`src/hdl/jsu_pkg.sv`:
```
package jsu_pkg;

	typedef logic [7:0] byte_t;

	typedef enum logic [2:0] {
		MODE_IDLE = 3'd0,
		MODE_BODY = 3'd1,
		MODE_ESC  = 3'd2,
		MODE_HEX1 = 3'd3,
		MODE_HEX2 = 3'd4,
		MODE_HEX3 = 3'd5,
		MODE_HEX4 = 3'd6,
		MODE_HALT = 3'd7
	} mode_t;

	typedef struct packed {
		byte_t out_byte;
		logic  byte_valid;
		logic  string_done;
		logic  error_flag;
		logic  last_of_run;
	} word_t;

	localparam int MAX_RUN    = 3;
	localparam int FIFO_DEPTH = 4;
	localparam int PTR_W      = $clog2(FIFO_DEPTH);
	localparam int CNT_W      = $clog2(FIFO_DEPTH + 1);
	localparam int RUN_W      = $clog2(MAX_RUN + 1);

	localparam byte_t CH_QUOTE = 8'h22;
	localparam byte_t CH_BSLASH = 8'h5C;
	localparam byte_t CH_SLASH = 8'h2F;
	localparam byte_t CH_B = 8'h62;
	localparam byte_t CH_F = 8'h66;
	localparam byte_t CH_N = 8'h6E;
	localparam byte_t CH_R = 8'h72;
	localparam byte_t CH_T = 8'h74;
	localparam byte_t CH_U = 8'h75;

	localparam byte_t CTL_BS  = 8'h08;
	localparam byte_t CTL_FF  = 8'h0C;
	localparam byte_t CTL_LF  = 8'h0A;
	localparam byte_t CTL_CR  = 8'h0D;
	localparam byte_t CTL_TAB = 8'h09;

	localparam byte_t LEAD2 = 8'hC0;
	localparam byte_t LEAD3 = 8'hE0;
	localparam byte_t CONT  = 8'h80;
	localparam logic [15:0] MAX_ONE = 16'h007F;
	localparam logic [15:0] MAX_TWO = 16'h07FF;

endpackage

```
`src/hdl/jsu_in_if.sv`:
```
interface jsu_in_if;
	logic           valid;
	logic           ready;
	jsu_pkg::byte_t in_byte;
	logic           string_start;

	modport source (output valid, output in_byte, output string_start, input ready);
	modport sink (input valid, input in_byte, input string_start, output ready);
endinterface

```
`src/hdl/jsu_out_if.sv`:
```
interface jsu_out_if;
	logic           valid;
	logic           ready;
	jsu_pkg::byte_t out_byte;
	logic           byte_valid;
	logic           string_done;
	logic           error_flag;
	logic           last_of_run;

	modport source (output valid, output out_byte, output byte_valid, output string_done,
		output error_flag, output last_of_run, input ready);
	modport sink (input valid, input out_byte, input byte_valid, input string_done,
		input error_flag, input last_of_run, output ready);
endinterface

```
`src/hdl/json_string_unescape_utf8.sv`:
```
// Channel   Role   Word
// raw       sink   in_byte, string_start
// decoded   source out_byte, byte_valid, string_done, error_flag, last_of_run
//
// A raw word is decoded in the cycle it is accepted and its results, zero to three
// words, are written into a four-entry result queue; the first one can leave next cycle.
// One raw word is taken per cycle while the queue holds at most one word, so a
// one-word result stream runs at full rate; a three-byte UTF-8 run drains at one word
// per cycle. arst_n clears the decoder to idle and empties the queue.
// A stall on decoded only fills the queue; raw ready drops while it holds over one word.
module json_string_unescape_utf8 (
	input logic         clk,
	input logic         arst_n,
	jsu_in_if.sink      raw,
	jsu_out_if.source   decoded
);

	jsu_pkg::word_t                   fifo_q [jsu_pkg::FIFO_DEPTH];
	logic [jsu_pkg::PTR_W-1:0]        wr_ptr_q, rd_ptr_q;
	logic [jsu_pkg::CNT_W-1:0]        count_q;
	jsu_pkg::mode_t                   mode_q, mode_cur, mode_nxt;
	logic [15:0]                      acc_q, acc_cur, acc_nxt, code;
	jsu_pkg::word_t                   ent [jsu_pkg::MAX_RUN];
	logic [jsu_pkg::RUN_W-1:0]        n_words, n_push;
	logic                             raw_acc, pop;
	logic                             hex_ok;
	logic [3:0]                       hex_val;
	jsu_pkg::byte_t                   c;

	function automatic jsu_pkg::word_t data_word(jsu_pkg::byte_t b, logic last);
		jsu_pkg::word_t w;
		w = '0;
		w.out_byte = b;
		w.byte_valid = 1'b1;
		w.last_of_run = last;
		return w;
	endfunction

	assign c = raw.in_byte;
	assign raw.ready = (count_q <= jsu_pkg::CNT_W'(jsu_pkg::FIFO_DEPTH - jsu_pkg::MAX_RUN));
	assign raw_acc = raw.valid && raw.ready;
	assign pop = decoded.valid && decoded.ready;

	always_comb begin
		hex_ok = 1'b1;
		hex_val = 4'd0;
		if (c >= 8'h30 && c <= 8'h39) begin
			hex_val = 4'(c - 8'h30);
		end else if (c >= 8'h61 && c <= 8'h66) begin
			hex_val = 4'(c - 8'h57);
		end else if (c >= 8'h41 && c <= 8'h46) begin
			hex_val = 4'(c - 8'h37);
		end else begin
			hex_ok = 1'b0;
		end
	end

	always_comb begin
		mode_cur = raw.string_start ? jsu_pkg::MODE_BODY : mode_q;
		acc_cur = raw.string_start ? 16'd0 : acc_q;
		code = {acc_cur[11:0], hex_val};
		mode_nxt = mode_cur;
		acc_nxt = acc_cur;
		n_words = '0;
		for (int i = 0; i < jsu_pkg::MAX_RUN; i++) begin
			ent[i] = '0;
		end
		case (mode_cur)
			jsu_pkg::MODE_BODY: begin
				n_words = jsu_pkg::RUN_W'(1);
				if (c == jsu_pkg::CH_BSLASH) begin
					mode_nxt = jsu_pkg::MODE_ESC;
					n_words = '0;
				end else if (c == jsu_pkg::CH_QUOTE) begin
					mode_nxt = jsu_pkg::MODE_HALT;
					ent[0].string_done = 1'b1;
					ent[0].last_of_run = 1'b1;
				end else begin
					ent[0] = data_word(c, 1'b1);
				end
			end
			jsu_pkg::MODE_ESC: begin
				n_words = jsu_pkg::RUN_W'(1);
				mode_nxt = jsu_pkg::MODE_BODY;
				case (c)
					jsu_pkg::CH_QUOTE:  ent[0] = data_word(jsu_pkg::CH_QUOTE, 1'b1);
					jsu_pkg::CH_BSLASH: ent[0] = data_word(jsu_pkg::CH_BSLASH, 1'b1);
					jsu_pkg::CH_SLASH:  ent[0] = data_word(jsu_pkg::CH_SLASH, 1'b1);
					jsu_pkg::CH_B:      ent[0] = data_word(jsu_pkg::CTL_BS, 1'b1);
					jsu_pkg::CH_F:      ent[0] = data_word(jsu_pkg::CTL_FF, 1'b1);
					jsu_pkg::CH_N:      ent[0] = data_word(jsu_pkg::CTL_LF, 1'b1);
					jsu_pkg::CH_R:      ent[0] = data_word(jsu_pkg::CTL_CR, 1'b1);
					jsu_pkg::CH_T:      ent[0] = data_word(jsu_pkg::CTL_TAB, 1'b1);
					jsu_pkg::CH_U: begin
						mode_nxt = jsu_pkg::MODE_HEX1;
						acc_nxt = 16'd0;
						n_words = '0;
					end
					default: begin
						mode_nxt = jsu_pkg::MODE_HALT;
						ent[0].error_flag = 1'b1;
						ent[0].last_of_run = 1'b1;
					end
				endcase
			end
			jsu_pkg::MODE_HEX1, jsu_pkg::MODE_HEX2, jsu_pkg::MODE_HEX3,
			jsu_pkg::MODE_HEX4: begin
				if (!hex_ok) begin
					mode_nxt = jsu_pkg::MODE_HALT;
					n_words = jsu_pkg::RUN_W'(1);
					ent[0].error_flag = 1'b1;
					ent[0].last_of_run = 1'b1;
				end else begin
					acc_nxt = code;
					case (mode_cur)
						jsu_pkg::MODE_HEX1: mode_nxt = jsu_pkg::MODE_HEX2;
						jsu_pkg::MODE_HEX2: mode_nxt = jsu_pkg::MODE_HEX3;
						jsu_pkg::MODE_HEX3: mode_nxt = jsu_pkg::MODE_HEX4;
						default: begin
							mode_nxt = jsu_pkg::MODE_BODY;
							if (code <= jsu_pkg::MAX_ONE) begin
								n_words = jsu_pkg::RUN_W'(1);
								ent[0] = data_word(code[7:0], 1'b1);
							end else if (code <= jsu_pkg::MAX_TWO) begin
								n_words = jsu_pkg::RUN_W'(2);
								ent[0] = data_word(jsu_pkg::LEAD2 | {3'b000, code[10:6]}, 1'b0);
								ent[1] = data_word(jsu_pkg::CONT | {2'b00, code[5:0]}, 1'b1);
							end else begin
								n_words = jsu_pkg::RUN_W'(3);
								ent[0] = data_word(jsu_pkg::LEAD3 | {4'b0000, code[15:12]}, 1'b0);
								ent[1] = data_word(jsu_pkg::CONT | {2'b00, code[11:6]}, 1'b0);
								ent[2] = data_word(jsu_pkg::CONT | {2'b00, code[5:0]}, 1'b1);
							end
						end
					endcase
				end
			end
			default: begin
			end
		endcase
	end

	assign n_push = raw_acc ? n_words : '0;

	always_ff @(posedge clk or negedge arst_n) begin
		if (!arst_n) begin
			mode_q <= jsu_pkg::MODE_IDLE;
			acc_q <= 16'd0;
			wr_ptr_q <= '0;
			rd_ptr_q <= '0;
			count_q <= '0;
		end else begin
			if (raw_acc) begin
				mode_q <= mode_nxt;
				acc_q <= acc_nxt;
			end
			wr_ptr_q <= wr_ptr_q + jsu_pkg::PTR_W'(n_push);
			if (pop) begin
				rd_ptr_q <= rd_ptr_q + jsu_pkg::PTR_W'(1);
			end
			count_q <= count_q + jsu_pkg::CNT_W'(n_push) - jsu_pkg::CNT_W'(pop);
		end
	end

	always_ff @(posedge clk) begin
		for (int i = 0; i < jsu_pkg::MAX_RUN; i++) begin
			if (jsu_pkg::RUN_W'(i) < n_push) begin
				fifo_q[wr_ptr_q + jsu_pkg::PTR_W'(i)] <= ent[i];
			end
		end
	end

	assign decoded.valid = (count_q != '0);
	assign decoded.out_byte = fifo_q[rd_ptr_q].out_byte;
	assign decoded.byte_valid = fifo_q[rd_ptr_q].byte_valid;
	assign decoded.string_done = fifo_q[rd_ptr_q].string_done;
	assign decoded.error_flag = fifo_q[rd_ptr_q].error_flag;
	assign decoded.last_of_run = fifo_q[rd_ptr_q].last_of_run;

	a_count_bound: assert property (@(posedge clk) disable iff (!arst_n)
		count_q <= jsu_pkg::CNT_W'(jsu_pkg::FIFO_DEPTH))
		else $error("result queue overfilled");

	a_ptr_match: assert property (@(posedge clk) disable iff (!arst_n)
		jsu_pkg::PTR_W'(wr_ptr_q - rd_ptr_q) == jsu_pkg::PTR_W'(count_q))
		else $error("queue pointers disagree with fill count");

	a_halt_after_end: assert property (@(posedge clk) disable iff (!arst_n)
		(raw_acc && n_words != '0 && (ent[0].error_flag || ent[0].string_done))
		|=> mode_q == jsu_pkg::MODE_HALT)
		else $error("decoder did not halt after an end or error word");

	a_silent_hex: assert property (@(posedge clk) disable iff (!arst_n)
		(raw_acc && hex_ok && (mode_cur == jsu_pkg::MODE_HEX1
		|| mode_cur == jsu_pkg::MODE_HEX2 || mode_cur == jsu_pkg::MODE_HEX3))
		|=> wr_ptr_q == $past(wr_ptr_q))
		else $error("a leading hex digit produced output");

endmodule
```
`src/flat_wrapper.sv`:
```
// flat-port wrapper written by rule: the top's interface ports become plain ports
module json_string_unescape_utf8_flat 
  (clk, arst_n, raw_valid, raw_in_byte, raw_string_start, raw_ready, decoded_valid, decoded_out_byte, decoded_byte_valid, decoded_string_done, decoded_error_flag, decoded_last_of_run, decoded_ready);
  jsu_in_if raw_i ();
  jsu_out_if decoded_i ();
  input logic clk;
  input logic arst_n;
  input wire logic [$bits(raw_i.valid)-1:0] raw_valid;
  input wire logic [$bits(raw_i.in_byte)-1:0] raw_in_byte;
  input wire logic [$bits(raw_i.string_start)-1:0] raw_string_start;
  output wire logic [$bits(raw_i.ready)-1:0] raw_ready;
  output wire logic [$bits(decoded_i.valid)-1:0] decoded_valid;
  output wire logic [$bits(decoded_i.out_byte)-1:0] decoded_out_byte;
  output wire logic [$bits(decoded_i.byte_valid)-1:0] decoded_byte_valid;
  output wire logic [$bits(decoded_i.string_done)-1:0] decoded_string_done;
  output wire logic [$bits(decoded_i.error_flag)-1:0] decoded_error_flag;
  output wire logic [$bits(decoded_i.last_of_run)-1:0] decoded_last_of_run;
  input wire logic [$bits(decoded_i.ready)-1:0] decoded_ready;
  assign raw_i.valid = raw_valid;
  assign raw_i.in_byte = raw_in_byte;
  assign raw_i.string_start = raw_string_start;
  assign raw_ready = raw_i.ready;
  assign decoded_valid = decoded_i.valid;
  assign decoded_out_byte = decoded_i.out_byte;
  assign decoded_byte_valid = decoded_i.byte_valid;
  assign decoded_string_done = decoded_i.string_done;
  assign decoded_error_flag = decoded_i.error_flag;
  assign decoded_last_of_run = decoded_i.last_of_run;
  assign decoded_i.ready = decoded_ready;
  json_string_unescape_utf8 u_core (.clk(clk), .arst_n(arst_n), .raw(raw_i), .decoded(decoded_i));
endmodule
```
`config.mk`:
```
export PLATFORM = sky130hd
export DESIGN_NAME = json_string_unescape_utf8_flat
export DESIGN_NICKNAME = d
export VERILOG_FILES = /design/src/hdl/jsu_pkg.sv /design/src/hdl/jsu_in_if.sv /design/src/hdl/jsu_out_if.sv /design/src/hdl/json_string_unescape_utf8.sv /design/src/flat_wrapper.sv
export SDC_FILE = /design/constraint.sdc
export NUM_CORES = 1
export LEC_CHECK = 0
export BUFFER_PORTS_ARGS = -buffer_cell sky130_fd_sc_hd__buf_2
export CORE_MARGIN = 2
export CORE_UTILIZATION = 57
export DETAILED_ROUTE_END_ITERATION = 8
export PLACE_DENSITY = 0.75
export SETUP_SLACK_MARGIN = 0.3
export SYNTH_ARGS = -nofsm -noshare
export SYNTH_HDL_FRONTEND = slang
export SYNTH_SLANG_ARGS = --single-unit
```
`constraint.sdc`:
```
create_clock -name clk -period 6.45 [get_ports clk]
set_input_delay 0.3225 -clock clk [delete_from_list [all_inputs] [get_ports clk]]
set_output_delay 0.3225 -clock clk [all_outputs]
set_load 0.05 [all_outputs]
```
# Word-level counts from Yosys, hierarchy flattened
# Memories as Yosys holds them, arrays and structs flattened.
# Cells that the tools add are included.
[word_totals]
mem_count = 1
in_bits = 13
output_inout_bits = 14
mem_bits_rw = 48
reg_bits = 26
[op_classes]
addsub = 9
reduce_logical = 9
mux = 46
eq_ne = 15
n_lt_le_gt_ge = 12
[mem_list]
columns = ["name", "depth", "width", "read_ports", "rd_clocked_by_memory_dff", "write_ports", "line_no", "text"]
rows = [
  ["u_core.fifo_q", 4, 12, 1, 0, 3, "json_string_unescape_utf8.sv:18", "jsu_pkg::word_t fifo_q [jsu_pkg::FIFO_DEPTH];"],
]
[ops]
columns = ["operator", "count"]
rows = [
  ["$mux W24", 3],
  ["$pmux W9 S8", 1],
  ["$eq A8 B7 Y1 const B", 7],
  ["$mux W16", 3],
  ["$mux W12", 3],
  ["$mux W36", 1],
  ["$pmux W12 S3", 1],
  ["$pmux W16 S2", 1],
  ["$mux W22", 1],
  ["$pmux W3 S3", 2],
  ["$eq A8 B6 Y1 const B", 2],
  ["$ge A8 B7 Y1 const B", 2],
  ["$le A16 B11 Y1 const B", 1],
  ["$le A16 B7 Y1 const B", 1],
  ["$le A8 B7 Y1 const B", 2],
  ["$mux W1", 13],
  ["$mux W3", 4],
  ["$mux W4", 3],
  ["$mux W10", 1],
  ["$mux W2", 5],
  ["$eq A3 B3 Y1 const B", 3],
  ["$mux W9", 1],
  ["$ge A8 B6 Y1 const B", 1],
  ["$le A8 B6 Y1 const B", 1],
  ["other kinds (20)", 28],
]

# Logic depth before layout (Yosys ltp)
[logic_depth]
ltp_word = 15
mapped_depth = 13
ltp_nobuf = 12

# Worst setup path after synthesis
# No wires, ideal clock.
[synth_path]
path_type = "reg2reg"
from = "register u_core.count_q[1] (netlist bit)"
to = "memory u_core.fifo_q[1][0] (netlist bit) (enable)"
path_stages_with_launch = 9
setup_time_ns = 0.329
n_path_buf = 1
slack_ns = 3.176
arrival_time_ns = 2.945
cell_sequence = "dfrtp_1 nor2_1 nand2_1 or4_1 or4_1 buf_2 o21ai_1 nor2_1 inv_1"
[synth_rtl]
columns = ["element", "line_no", "text"]
rows = [
  ["from (decl)", "json_string_unescape_utf8.sv:20", "logic [jsu_pkg::CNT_W-1:0] count_q;"],
  ["from (signal assigned)", "json_string_unescape_utf8.sv:161", "count_q <= count_q + jsu_pkg::CNT_W'(n_push) - jsu_pkg::CNT_W'(pop);"],
  ["to (decl)", "json_string_unescape_utf8.sv:18", ""],
]

==> flow_metrics.env <==
export IMPL_r2r_start="u_core.mode_q[1]"
export IMPL_layout_common_cells="53 x a21oi_1, 52 x nor2_1, 44 x nand2_1"
export IMPL_reg2reg_depth=8
export IMPL_synthCells=489
export IMPL_outcome="finished, final reports clean"
export IMPL_r2r_end="u_core.fifo_q[3][4]"
export IMPL_synth_area_per_cell_um2=9.34
export IMPL_cts_root_buf="clkbuf_8"
export IMPL_dr_first_iter_drc_count=636
export IMPL_ys_ff_latch=70
export IMPL_syn2layout_area_growth_pct=7.51
export IMPL_synth_edff_count=36
export IMPL_finalNetCount=523
export IMPL_grt_pass1_wl_um=19900
export IMPL_final_common_cell="a21oi_1"
export IMPL_critPathRequiredTime_ns=6.47
export IMPL_htreeDepth=3
export IMPL_via_count=4117
export IMPL_remaining_drc_errors=0
export IMPL_setup_slack_ns=2.79
export IMPL_async_flop_share_pct=31.4
export IMPL_ys_types=66
export IMPL_antenna_left=0
export IMPL_postLayoutCoreUtil_pct=63.5
export IMPL_timing_reg2reg_setup_slack_ns=2.79
export IMPL_pre_cts_slack_ns=2.55
export IMPL_synth_fp_nets=511
export IMPL_hpwl_um=9260
export IMPL_crit_path_end_kind="flip-flop"
export IMPL_wl_met2_um=5530
export IMPL_finalSetupViolCount=0
export IMPL_ys_flop_type="edfxtp_1"
export IMPL_timing_fmax_mhz=273
export IMPL_grt_usage_pct=29.8
export IMPL_start_util_pct=59.1
export IMPL_max_slew_margin_pct=30.7
export IMPL_top_layer="met4"
export IMPL_place_inst=591
export IMPL_fin_cells=608
export IMPL_num_antenna_cells=0
export IMPL_synth_top_family_by_area="compound AO/OA/AOI/OAI gates"
export IMPL_wire_per_inst_um=20.4
export IMPL_drt_wl_total_um=12400
export IMPL_synthXorXnorAreaFrac_pct=1.15
export IMPL_critPathArrivalTime_ns=3.68
export IMPL_rsz0062_at_grt="false"
export IMPL_finalPower_uw=1570
export IMPL_synth_compound_area_share_pct=23.5
export IMPL_syn_area_um2=4570
export IMPL_dr_pass1_iters=6
export IMPL_grt_pass1_vias=3770
export IMPL_die_x_um=93.5
export IMPL_synth_fa_ha_area_share_pct=2.63
export IMPL_startpoint_type="flip-flop"
export IMPL_synth_simple_gate_area_share_pct=18.8
export IMPL_cts_sinks=70
export IMPL_viasPerCell=6.77
export IMPL_fp_coreArea_um2=7730
export IMPL_multi_input_area_um2=2490
export IMPL_gp_congestion=0.992
export IMPL_p_leak_uw=0.00180
export IMPL_slew_violations=0
export IMPL_drv_cap=0
export IMPL_ir_drop_v=0.000240
export IMPL_n_fill_cell=637
export IMPL_numCtsBuffers=9
export IMPL_dieArea_um2=8740
export IMPL_critPathKind="flip-flop to flip-flop"
export IMPL_worstMarginPinSlew_ns=1.04
export IMPL_synthMuxAreaShare_pct=8.55
export IMPL_finClkSkew_ns=0.0165
export IMPL_hold_depth=3
export IMPL_crit_path_max_fanout=24
export IMPL_met3_length_um=1060
export IMPL_die_y_um=93.5
export IMPL_grt_ovfl_total=0
export IMPL_rows=32
export IMPL_cellPowerDensity_nw_per_um2=319
export IMPL_clk_pin_slew_ns=0.10
export IMPL_cts_tree="built"
export IMPL_pin_count=27
export IMPL_hp_class="input port to flip-flop"
export IMPL_port_buffers=26
export IMPL_regArea_um2=1870
export IMPL_seq_area_frac_synth_pct=41.0
export IMPL_clock_latency_ns=0.36
export IMPL_hold_viol=0
export IMPL_ctsResizeCount=0
export IMPL_min_period_over_period_pct=56.7
export IMPL_ys_warnings_count=0
export IMPL_drive_gt1_share_pct=13.8
export IMPL_whs_endpoint="u_core.rd_ptr_q[0]"
export IMPL_met1Wirelength_um=5480
export IMPL_antenna_found_initial=0
export IMPL_finalCriticalPeriod_ns=3.66
export IMPL_grt_max_degree=32
export IMPL_final_setup_tns_ns=0
export IMPL_hp_start="decoded_ready"
export IMPL_cts_path_max_buffers=2
==> layout make-up <==
class / count / share of cell area [%]
Clock buffer: 9 / 2.52
Clock inverter: 7 / 1.25
Inverter: 22 / 1.68
Multi-Input combinational cell: 370 / 50.8
Sequential cell: 70 / 38.1
Tap cell: 102 / 2.60
Timing Repair Buffer: 28 / 3.01
==> report_power, final <==
| group | leakage (uW) | total [uW] | switching, uW | internal, uW |
|---|---|---|---|---|
| Combinational | 0.00101 | 590 | 381 | 209 |
| Clock | 0.0000888 | 344 | 197 | 147 |
| Sequential | 0.000694 | 632 | 94.2 | 538 |
| Total | 0.00180 | 1570 | 672 | 893 |
==> critical path, stage by stage, from the launching register on <==
cell,delay [ns]
dfrtp_1,0.55
nor2b_1,0.22
nand2_1,0.29
a21oi_1,0.57
a2111oi_4,0.08
buf_4,0.25
a21oi_1,0.82
nor2_1,0.21
inv_1,0.33
==> timing repair <==
| item | CTS | global route |
|---|---|---|
| buffers inserted | 0 | 0 |
| endpoints found under the hold margin | 22 | 0 |
| endpoints found under the setup margin | 0 | 0 |
| hold buffers | 1 | 0 |
==> cell families (layout without fill, tap and decap cells) <==
family,count (synthesis),after routing
AOI/OAI and AO/OA,160,160
xor gates and xnor gates,6,6
adders and majority gates,9,9
and+or+nand+nor,171,171
buffers and inverters,49,66
muxes,24,24
DFF,70,70
==> worst max-delay path by stage <==
stage                      startpoint             endpoint  slack, ns  cells past startpoint
detailed placement     raw_in_byte[0]  u_core.fifo_q[3][4]       2.55                     11
finish               u_core.mode_q[1]  u_core.fifo_q[3][4]       2.79                      8
CTS                  u_core.mode_q[1]  u_core.fifo_q[3][4]       2.89                      8
floorplan           u_core.count_q[1]  u_core.fifo_q[1][0]       3.18                      8
global placement       raw_in_byte[0]  u_core.fifo_q[3][4]       2.64                     11
global route         u_core.mode_q[1]  u_core.fifo_q[3][4]       2.47                      8
==> flip-flops by register name (all words and copies together) (netlist names) <==
signal / flops
u_core.acc_q: 12
u_core.count_q: 3
u_core.fifo_q: 48
u_core.mode_q: 3
u_core.rd_ptr_q: 2
u_core.wr_ptr_q: 2
==> layer usage <==
metal | up-vias | GRT usage, %
met2 | 258 | 45.9
met3 | 42 | 4.03
li1 | 1894 | -
met4 | 0 | 11.0
met1 | 1923 | 43.2
met5 | - | 0
==> synthesized netlist by cell type (all sizes together) (4+ instances only) <==
cell,number,share of area [%]
ha,8,2.2
clkbuf,15,1.2
o22ai,10,1.4
nand2b,5,0.69
dfrtp,22,12
a22o,5,0.96
buf,12,1.3
nor4,7,0.96
a211oi,6,1.3
dfxtp,12,5.3
o31ai,4,0.66
o221ai,7,1.3
nand3,12,1.4
nor2,53,4.4
nand4,6,1.1
a21o,5,0.82
inv,22,1.8
mux2i,12,2.6
nor3,8,0.99
nor2b,5,0.69
or2,5,0.69
or4,8,1.3
a31oi,6,0.82
and2,4,0.55
o21ai,21,2.4
a22oi,19,3.1
edfxtp,36,24
a21oi,54,6.0
nand2,44,3.6
mux4,12,5.9
==> metrics by stage <==
step / hold slack (ns) / area, um^2
6_report: 0.312 / 4910
5_1_grt: 0.340 / 4910
4_1_cts: 0.323 / 4910
3_5_place_dp: 0.308 / 4710
3_3_place_gp: 0.298 / 4710
2_1_floorplan: 0.0269 / 4570
(Power assumes the default switching activity.)
